--- src/rtl/sgdmf_pkg.sv ---
// ----------------------------------------------------------------------------
// sgdmf_pkg: shared types and constants for the SGD factorization engine
// Field widths, function codes, register indexes, reset values, FSM states.
// ----------------------------------------------------------------------------
package sgdmf_pkg;

    // Field widths
    localparam int FUNC_W   = 3;
    localparam int ROW_W    = 10;
    localparam int FEAT_W   = 3;
    localparam int FACTOR_W = 24;
    localparam int RATING_W = 8;
    localparam int WORD_W   = 32;
    localparam int SQ_W     = 48;
    localparam int CFG_IDX_W  = 2;
    localparam int CFG_DATA_W = 24;
    localparam int S_DATA_W = 56;
    localparam int M_DATA_W = 144;
    localparam int MUL_W    = 33;

    // Default sizes
    localparam int DEF_NUM_USERS = 1024;
    localparam int DEF_NUM_ITEMS = 1024;
    localparam int DEF_FEATURES  = 8;

    // Register reset values
    localparam logic [23:0] LEARN_RATE_RST = 24'd3355;
    localparam logic [15:0] REG_WEIGHT_RST = 16'd6554;
    localparam logic [23:0] FREEZE_VAL_RST = 24'd39322;

    // Register indexes
    localparam logic [CFG_IDX_W-1:0] CFG_LEARN_RATE = 2'd0;
    localparam logic [CFG_IDX_W-1:0] CFG_REG_WEIGHT = 2'd1;
    localparam logic [CFG_IDX_W-1:0] CFG_FREEZE_EN  = 2'd2;
    localparam logic [CFG_IDX_W-1:0] CFG_FREEZE_VAL = 2'd3;

    typedef enum logic [FUNC_W-1:0] {
        FUNC_WR_USER = 3'd0,
        FUNC_WR_ITEM = 3'd1,
        FUNC_TRAIN   = 3'd2,
        FUNC_EVAL    = 3'd3,
        FUNC_RD_USER = 3'd4,
        FUNC_RD_ITEM = 3'd5
    } func_t;

    typedef enum logic [4:0] {
        S_IDLE,
        S_BASE,
        S_WR,
        S_RD,
        S_RD_DATA,
        S_DOT_RD,
        S_DOT_MUL,
        S_DOT_ACC,
        S_PRED,
        S_ERR,
        S_SQ_MUL,
        S_SQ,
        S_T_RD,
        S_T_LD,
        S_ST_EO,
        S_ST_RW,
        S_ST_IN,
        S_ST_LO,
        S_ST_HI,
        S_ST_SUM,
        S_ST_NEW,
        S_T_WR,
        S_DONE
    } state_t;

endpackage

--- src/rtl/sgdmf_rem.sv ---
// ----------------------------------------------------------------------------
// sgdmf_rem: index wrap
// Remainder of value modulo MOD by reciprocal multiplication, registered.
// ----------------------------------------------------------------------------
module sgdmf_rem
    import sgdmf_pkg::*;
#(
    parameter int IN_W = ROW_W,
    parameter int MOD  = DEF_NUM_USERS
)
(
    input  logic            clk,
    input  logic            start,
    input  logic [IN_W-1:0] value,
    output logic [IN_W-1:0] rem
);

    localparam int     SH    = 2 * IN_W;
    localparam longint RECIP = (longint'(1) << SH) / MOD;

    logic [63:0]     prod;
    logic [63:0]     q_est;
    logic [63:0]     r_est;
    logic [63:0]     r_fix;
    logic [IN_W-1:0] rem_reg;

    // the quotient estimate is low by at most one; one subtract fixes it
    always_comb
    begin
        prod  = 64'(value) * 64'(RECIP);
        q_est = prod >> SH;
        r_est = 64'(value) - q_est * 64'(MOD);
        r_fix = (r_est >= 64'(MOD)) ? r_est - 64'(MOD) : r_est;
    end

    always_ff @(posedge clk)
    begin
        if (start)
        begin
            rem_reg <= IN_W'(r_fix);
        end
    end

    assign rem = rem_reg;

endmodule

--- config.mk ---
export PLATFORM = sky130hd
export DESIGN_NAME = sgdmf_rem
export DESIGN_NICKNAME = d
export VERILOG_FILES = /design/src/rtl/sgdmf_pkg.sv /design/src/rtl/sgdmf_rem.sv
export SDC_FILE = /design/constraint.sdc
export NUM_CORES = 1
export LEC_CHECK = 0
export BUFFER_PORTS_ARGS = -buffer_cell sky130_fd_sc_hd__buf_2
export CAP_MARGIN = 40
export CORE_AREA = 4 4 41 43
export CTS_BUF_LIST = sky130_fd_sc_hd__clkbuf_4
export DETAILED_ROUTE_END_ITERATION = 8
export DIE_AREA = 0 0 45 47
export SETUP_SLACK_MARGIN = 0.5
export SLEW_MARGIN = 20
export SYNTH_ARGS = -nofsm -noshare
export SYNTH_HDL_FRONTEND = slang
export SYNTH_SLANG_ARGS = --single-unit
--- constraint.sdc ---
create_clock -name clk -period 0.8 [get_ports clk]
set_clock_uncertainty 0.15 [all_clocks]
set_input_delay 0.16 -clock clk [delete_from_list [all_inputs] [get_ports clk]]
set_output_delay 0.16 -clock clk [all_outputs]
set_load 0.01 [all_outputs]
==> key figures <==
Layout
  – Syn-to-layout area delta: 85.0%
  – Largest register FFs: 10
  – Finished Core Util: 42.7%
  – Final net count: 49
  – Ant diodes: 0
  – # fillers: 130
  – Multi-input logic area: 0 um^2
  – Multi-input gates: 0
  – Share of post-route cells with drive strength above 1: a little over two thirds

Clock network
  – Post-CTS setup buffers: 0
  – TritonCTS buffer count: 3
  – CTS clk-pin slew, worst paths: 60 ps
  – Clk sinks: 10
  – Root buffer cell: clkbuf_4
  – Clk buf depth: 2
  – CTS tree: done
  – H-tree depth: 1

Min path
  – Min-delay src: value[6]
  – Hold WC Path Type: input pin to register

Placement
  – Pre-CTS WS: -48.8 ps
  – Port bufs: 21
  – Placer Congestion: 0.590

Die
  – Die X: around 45 um
  – Starting Density: about 23%
  – Die height: 47 um
  – # IOs: 22
  – Core area: 0.00130 mm^2
  – Cell Rows: 13
  – Die ar.: about 0.0021 mm^2

Synth
  – Syn nets: 22
  – Xor-xnor portion of the synthesized cell area: 0%
  – Synth top cells by count: edfxtp_1
  – Multiplexer area fraction after synthesis: 0%
  – Synth Area in Simple Gates: 0%
  – Post-synth EDFFs: 10
  – Yosys warns: 0
  – Synth cell types: 1
  – Yosys top cell area share: 100%
  – Adder-Cell Fraction of Synth Area: 0%
  – Synth Area in Compound Gates: 0%
  – Post-synthesis register bit count: 10
  – Ys async rst share: 0%
  – Avg Inst Size Synth: 30.0 um^2
  – Register area share after synthesis: 100%
  – Ys flop type: edfxtp_1
  – Synthesized instance count: 10
  – Top-count cell post-synth: edfxtp_1
  – Largest cells by area after synthesis: edfxtp_1
  – Mapped Area: around 300 um^2
  – Area leader, netlist: edfxtp_1

Timing
  – Final setup margin: -283 ps
  – Worst hold slack: -86.8 ps
  – Final hold vios: 20
  – Worst slew margin: 95.1%
  – Final setup vio count: 10
  – Final Max Slew Viols: 0
  – Period Utilization, post-route: 135%
  – Period minus WS final: 1080 ps
  – RSZ-0062 raised after global routing: yes
  – Fin Setup TNS: -2660 ps
  – Least-Margin Pin Slew: 73.7 ps
  – Max Fclk: 0.923 GHz

Setup path
  – WP data arrival: between 700 and 800 ps
  – Crit end category: primary output
  – Setup crit start kind: register
  – CP Cell Sequence: buf_2
  – Worst Path Buf+Inv: 1
  – Slowest cell on crit path: edfxtp_1
  – CP Class: register to primary output
  – Max stage delay on crit path: about 370 ps
  – CP top delay family: flip-flops
  – Max FO, Critical Path: 1
  – CP required: 490 ps
  – Worst setup path start: rem[6]

Routing
  – Vias/cell: 3.59
  – Wirelength, routed: 616 um
  – Vias: 183
  – Pre-antenna DRT Iters: 1
  – Post-route ant nets: 0
  – DRC viols: 0
  – WL per Instance: 12.1 um
  – First DRT Iteration DRCs: 0

Run status
  – Status: finished with violations
  – Failing checks: hold timing, setup timing

Run
  – Max-cap violation count: 0

Global routing
  – GRT overflow: 0
  – Vias in the first global route: 217
  – Total GRT Usage: 6.67%
  – First-pass GRT wire length: 897 um
  – Largest net degree at the start of global routing: 7
  – Initial antenna violation count: 0

Pwr
  – PwrDens: 2010 mW/mm^2
  – P_leak: ~0.24 nW
  – Maximum vdd drop: between 0.0008 and 0.0009 V
  – Total chip power: 1.12 mW
## power breakdown
group / total [mW] / internal [mW] / switching [mW]
clock: 0.341 / 0.180 / 0.161
combinational: 0.145 / 0.0951 / 0.0504
sequential: 0.631 / 0.622 / 0.00844
total: 1.12 / 0.897 / 0.220
## layer usage
metal	track usage [%]	share of wire, %	vias to the layer above
met3	1.92	9.7	0
met4	8.77	0	0
li1	-	-	93
met5	0	0	-
met2	11.3	55	11
met1	5.49	36	79
## layout make-up
cell class	count	area (um^2)	area share [%]
clock buffer	3	22.5	4.05
clock inverter	1	3.75	0.676
sequential	10	300	54.1
tap	15	18.8	3.38
timing repair buffer	22	210	37.8
## cell usage in the layout, fill, tap and decap left out
master	instances
clkinv_1	1
buf_12	1
buf_2	10
clkbuf_4	3
edfxtp_1	10
buf_16	1
buf_6	10
## path summary, 6_finish.rpt
check	end	slack, ps	depth (start not counted)
max	rem[6]	-280	1
min	rem[6]	-90	1
## through the flow
step | cells | instance area (um^2)
final | 51 | 556
after global placement | 46 | 424
after global routing | 51 | 556
after floorplan | 10 | 300
after CTS | 51 | 556
after detailed placement | 46 | 424
## cells by family (layout without fill, tap and decap cells)
family | after synthesis | count (layout)
buf+inv | 0 | 26
flops | 10 | 10
## repair_timing
action | CTS | global route
endpoints found under the hold margin | 20 | 20
resized for setup | 15 | 0
cloned | 1 | 0
setup endpoints to repair | 30 | 30
(Power assumes the default switching activity.)
