**src/rtl/sgdmf_pkg.sv**
```systemverilog
// ----------------------------------------------------------------------------
// sgdmf_pkg: shared types and constants for the SGD factorization engine
// Field widths, function codes, register indexes, reset values, FSM states.
// ----------------------------------------------------------------------------
package sgdmf_pkg;

    // Field widths
    localparam int FUNC_W   = 3;
    localparam int ROW_W    = 10;
    localparam int FEAT_W   = 3;
    localparam int FACTOR_W = 24;
    localparam int RATING_W = 8;
    localparam int WORD_W   = 32;
    localparam int SQ_W     = 48;
    localparam int CFG_IDX_W  = 2;
    localparam int CFG_DATA_W = 24;
    localparam int S_DATA_W = 56;
    localparam int M_DATA_W = 144;
    localparam int MUL_W    = 33;

    // Default sizes
    localparam int DEF_NUM_USERS = 1024;
    localparam int DEF_NUM_ITEMS = 1024;
    localparam int DEF_FEATURES  = 8;

    // Register reset values
    localparam logic [23:0] LEARN_RATE_RST = 24'd3355;
    localparam logic [15:0] REG_WEIGHT_RST = 16'd6554;
    localparam logic [23:0] FREEZE_VAL_RST = 24'd39322;

    // Register indexes
    localparam logic [CFG_IDX_W-1:0] CFG_LEARN_RATE = 2'd0;
    localparam logic [CFG_IDX_W-1:0] CFG_REG_WEIGHT = 2'd1;
    localparam logic [CFG_IDX_W-1:0] CFG_FREEZE_EN  = 2'd2;
    localparam logic [CFG_IDX_W-1:0] CFG_FREEZE_VAL = 2'd3;

    typedef enum logic [FUNC_W-1:0] {
        FUNC_WR_USER = 3'd0,
        FUNC_WR_ITEM = 3'd1,
        FUNC_TRAIN   = 3'd2,
        FUNC_EVAL    = 3'd3,
        FUNC_RD_USER = 3'd4,
        FUNC_RD_ITEM = 3'd5
    } func_t;

    typedef enum logic [4:0] {
        S_IDLE,
        S_BASE,
        S_WR,
        S_RD,
        S_RD_DATA,
        S_DOT_RD,
        S_DOT_MUL,
        S_DOT_ACC,
        S_PRED,
        S_ERR,
        S_SQ_MUL,
        S_SQ,
        S_T_RD,
        S_T_LD,
        S_ST_EO,
        S_ST_RW,
        S_ST_IN,
        S_ST_LO,
        S_ST_HI,
        S_ST_SUM,
        S_ST_NEW,
        S_T_WR,
        S_DONE
    } state_t;

endpackage

```
**src/rtl/sgdmf_mul.sv**
```systemverilog
// ----------------------------------------------------------------------------
// sgdmf_mul: shared signed multiplier
// 33 x 33 signed product, registered.
// ----------------------------------------------------------------------------
module sgdmf_mul
    import sgdmf_pkg::*;
(
    input  logic                      clk,
    input  logic signed [MUL_W-1:0]   a,
    input  logic signed [MUL_W-1:0]   b,
    output logic signed [2*MUL_W-1:0] prod_reg
);

    always_ff @(posedge clk)
    begin
        prod_reg <= a * b;
    end

endmodule

```
**config.mk**
```make
export PLATFORM = sky130hd
export DESIGN_NAME = sgdmf_mul
export DESIGN_NICKNAME = d
export VERILOG_FILES = /design/src/rtl/sgdmf_pkg.sv /design/src/rtl/sgdmf_mul.sv
export SDC_FILE = /design/constraint.sdc
export NUM_CORES = 2
export LEC_CHECK = 0
export BUFFER_PORTS_ARGS = -buffer_cell sky130_fd_sc_hd__buf_2
export CAP_MARGIN = 15
export CORE_MARGIN = 5
export CORE_UTILIZATION = 55
export CTS_BUF_LIST = sky130_fd_sc_hd__clkbuf_4
export CTS_CLUSTER_SIZE = 28
export DETAILED_ROUTE_END_ITERATION = 10
export PLACE_DENSITY = 0.72
export SLEW_MARGIN = 20
export SYNTH_ARGS = -nofsm -noshare
export SYNTH_HDL_FRONTEND = slang
export SYNTH_SLANG_ARGS = --single-unit
```
**constraint.sdc**
```tcl
create_clock -name clk -period 11.9 [get_ports clk]
set_input_delay 1.785 -clock clk [delete_from_list [all_inputs] [get_ports clk]]
set_output_delay 1.785 -clock clk [all_outputs]
set_load 0.01 [all_outputs]
```
==> metrics <==
drt wl/cell=around 20 um; core area=~73000 sq um; GRT overflow=0; hold path depth=2; #FFs+latches synth=66; P&R area growth vs syn=3.133%; minimum clock period=roughly 9500 ps; CTS tree=yes; Post CTS Setup Buffer Count=0; Die Area=~80000 sq um; post-DP HPWL=87990 um; sequential area share after synthesis=0.03244; layout cells sized above 1=0.04558; Via Count=28560; Main synth FF type=dfxtp_1; Num CTS Buffers=9; Worst Hold End=prod_reg[0]; initial antenna violation count=8; Mapped Nets=about 5800; max FFs per register=66; Post-synth EDFFs=0; Distinct cells, synth=80; WP depth=22; I/O Pins=about 130; fmax=105.1 MHz; Starting Density=0.5564; Worst Tran Pin Value=1039 ps; quantity of I/O buffers inserted on ports=between 100 and 150; top-area cell type share of the netlist area=0.5627; Sink Count=66; Resize count post-CTS=0; status=completed; syn avg cell area=roughly 9.4 sq um; nets@finish=around 5700; crit start category=input pin; Setup violations, final=0; Final GP Congestion=about 0.93; DRT iter0 DRCs=about 1400; hold_buf cts=0; Slowest-stage cell, CP=fa_1; CP delay by family, top=adder cells; GRT Total Usage=0.2788; Final Max Tran Viols=0; Final Hold Fails=0; worst path cell trace=buf_2 > nand2_1 > fa_1 > fa_1 > fa_1 > inv_1 > fa_1 > fa_1 > fa_1 > fa_1 > inv_1 > fa_1 > inv_1 > ha_1 > and3_1 > nand3_1 > nand2b_1 > a2111oi_4 > a211oi_4 > a21o_2 > a21o_1 > a211oi_2; Max clock buf depth=2; CTS H-Tree Depth=3; Async S/R FF share, synth=0; Crit. End Element=register; Synthesis Warnings=0; Fill cells=around 6500; Rel. slew slack=0.3066; worst path required time=12320 ps; area leader, netlist=fa_1; crit share post-route=0.7996; CTS root buf=clkbuf_4; ANT nets after route=0; pin count of the biggest net entering global routing=34; site row count=99; MaxCap Viol Count=0; Post-Syn Area=slightly above 40000 sq um; Worst Path Buf+Inv=4; DRT Pass-1 Iters=5; number of global-route vias before repair=roughly 32000; Worst Path Max Fanout=33; die height=approximately 280 um; RSZ-0062 raised after global routing=false; Clock transition at path regs=approximately 140 ps; Hold Path Origin=b[0]; Post-Syn Instances=between 4000 and 5000; first-pass GRT wire length=~170000 um; Hold Slack=around 1800 ps; critical path class=in2reg; Multi-input gate area=~34000 sq um; cell mode on critical path=fa_1; Post-Route WL=105400 um; Die W=roughly 280 um; setup tns final=0 ps; CP max stage delay=1200 ps; Register Area=~1300 sq um; Residual DRC=0; post-DR vias/cell=~5.4; worst min-delay path class=in2reg; Area contributors post-synth=fa_1, inv_1, and2_1; WP data arrival=slightly below 10000 ps
## metrics by stage
step           setup slack [ps]  cells  utilization  cell area (sq um)
2_1_floorplan              2879   4338            -              40730
3_3_place_gp               2004   5221       0.5716              41840
4_1_cts                    2442   5237       0.5736              41990
5_1_grt                    2030   5244       0.5739              42010
6_report                   2385   5244       0.5739              42010
3_5_place_dp               1874   5221       0.5716              41840
## logic make-up (layout without fill, tap and decap cells)
family,count (synthesis),count (layout),share of synthesized area
simple gates,1271,1271,0.1578
flops,66,66,0.03244
xor+xnor,68,68,0.01462
other cells,0,7,0
compound gates,219,219,0.04067
buf+inv,1352,1292,0.1251
fa+ha+maj,1362,1362,0.6294
## worst max path at each step
stage,endpoint,start
floorplan,prod_reg[62],a[32]
global placement,prod_reg[62],b[9]
detailed placement,prod_reg[58],b[9]
CTS,prod_reg[62],b[9]
global route,prod_reg[62],b[6]
finish,prod_reg[62],b[9]
## per-layer routing
metal  vias to the layer above  part of all wire  GRT usage
met5                         -                 0          0
met4                         0             0.067     0.1549
met3                       311             0.052    0.03673
met2                       952              0.53     0.5004
met1                     15100              0.35     0.3247
li1                      12200                 -          -
## Yosys cell counts (3+ instances only)
cell      number
nand3_1       25
a211oi_1       7
clkbuf_1     208
o21bai_1      11
a211oi_2       3
and2_1       562
nand2b_1      12
nor3_1         7
o21ai_1        6
nand4_1       11
and3_1         5
a31oi_1        8
or3_1          3
nor2b_1        5
fa_1        1145
o21a_1         6
xor2_1        25
buf_2         11
o21ai_0       25
a21oi_1       57
a211o_1        6
a21o_1        36
dfxtp_1       66
and4_1         5
o211ai_1       4
o31ai_4        3
xnor2_1       43
ha_1         217
inv_1       1131
or2_2          3
nor2_1        68
a21oi_2        3
nand2_1      551
## layout by cell type (no fill, tap or decap), drive strengths merged, types with 3 or more instances in the layout
| master | count |
|---|---|
| clkinv | 4 |
| a31oi | 9 |
| ha | 217 |
| o211ai | 5 |
| a21o | 38 |
| nand2b | 12 |
| o21ai | 33 |
| or2 | 3 |
| dfxtp | 66 |
| o21bai | 11 |
| fa | 1145 |
| a221oi | 3 |
| o31ai | 7 |
| a21oi | 61 |
| and3 | 6 |
| a211o | 6 |
| o21a | 6 |
| a211oi | 11 |
| nor4 | 3 |
| clkbuf | 9 |
| nand4 | 12 |
| nand2 | 551 |
| and4 | 5 |
| inv | 1131 |
| a21boi | 3 |
| nand3 | 26 |
| diode | 7 |
| and2 | 563 |
| nor2 | 68 |
| xnor2 | 43 |
| buf | 145 |
| nor2b | 5 |
| nor3 | 7 |
| xor2 | 25 |
| or3 | 3 |
## area by class of cell
| cell class | count | share of cell area |
|---|---|---|
| Multi-Input combinational cell | 2920 | 0.8169 |
| Sequential cell | 66 | 0.03145 |
| Clock inverter | 7 | 0.001995 |
| Inverter | 1131 | 0.1011 |
| Tap cell | 959 | 0.02856 |
| Clock buffer | 9 | 0.001608 |
| Antenna cell | 7 | 0.0004170 |
| Timing Repair Buffer | 145 | 0.01805 |
Power is not shown: default switching activity piles up to over one toggle a cycle in this logic, so the estimate is an artifact.
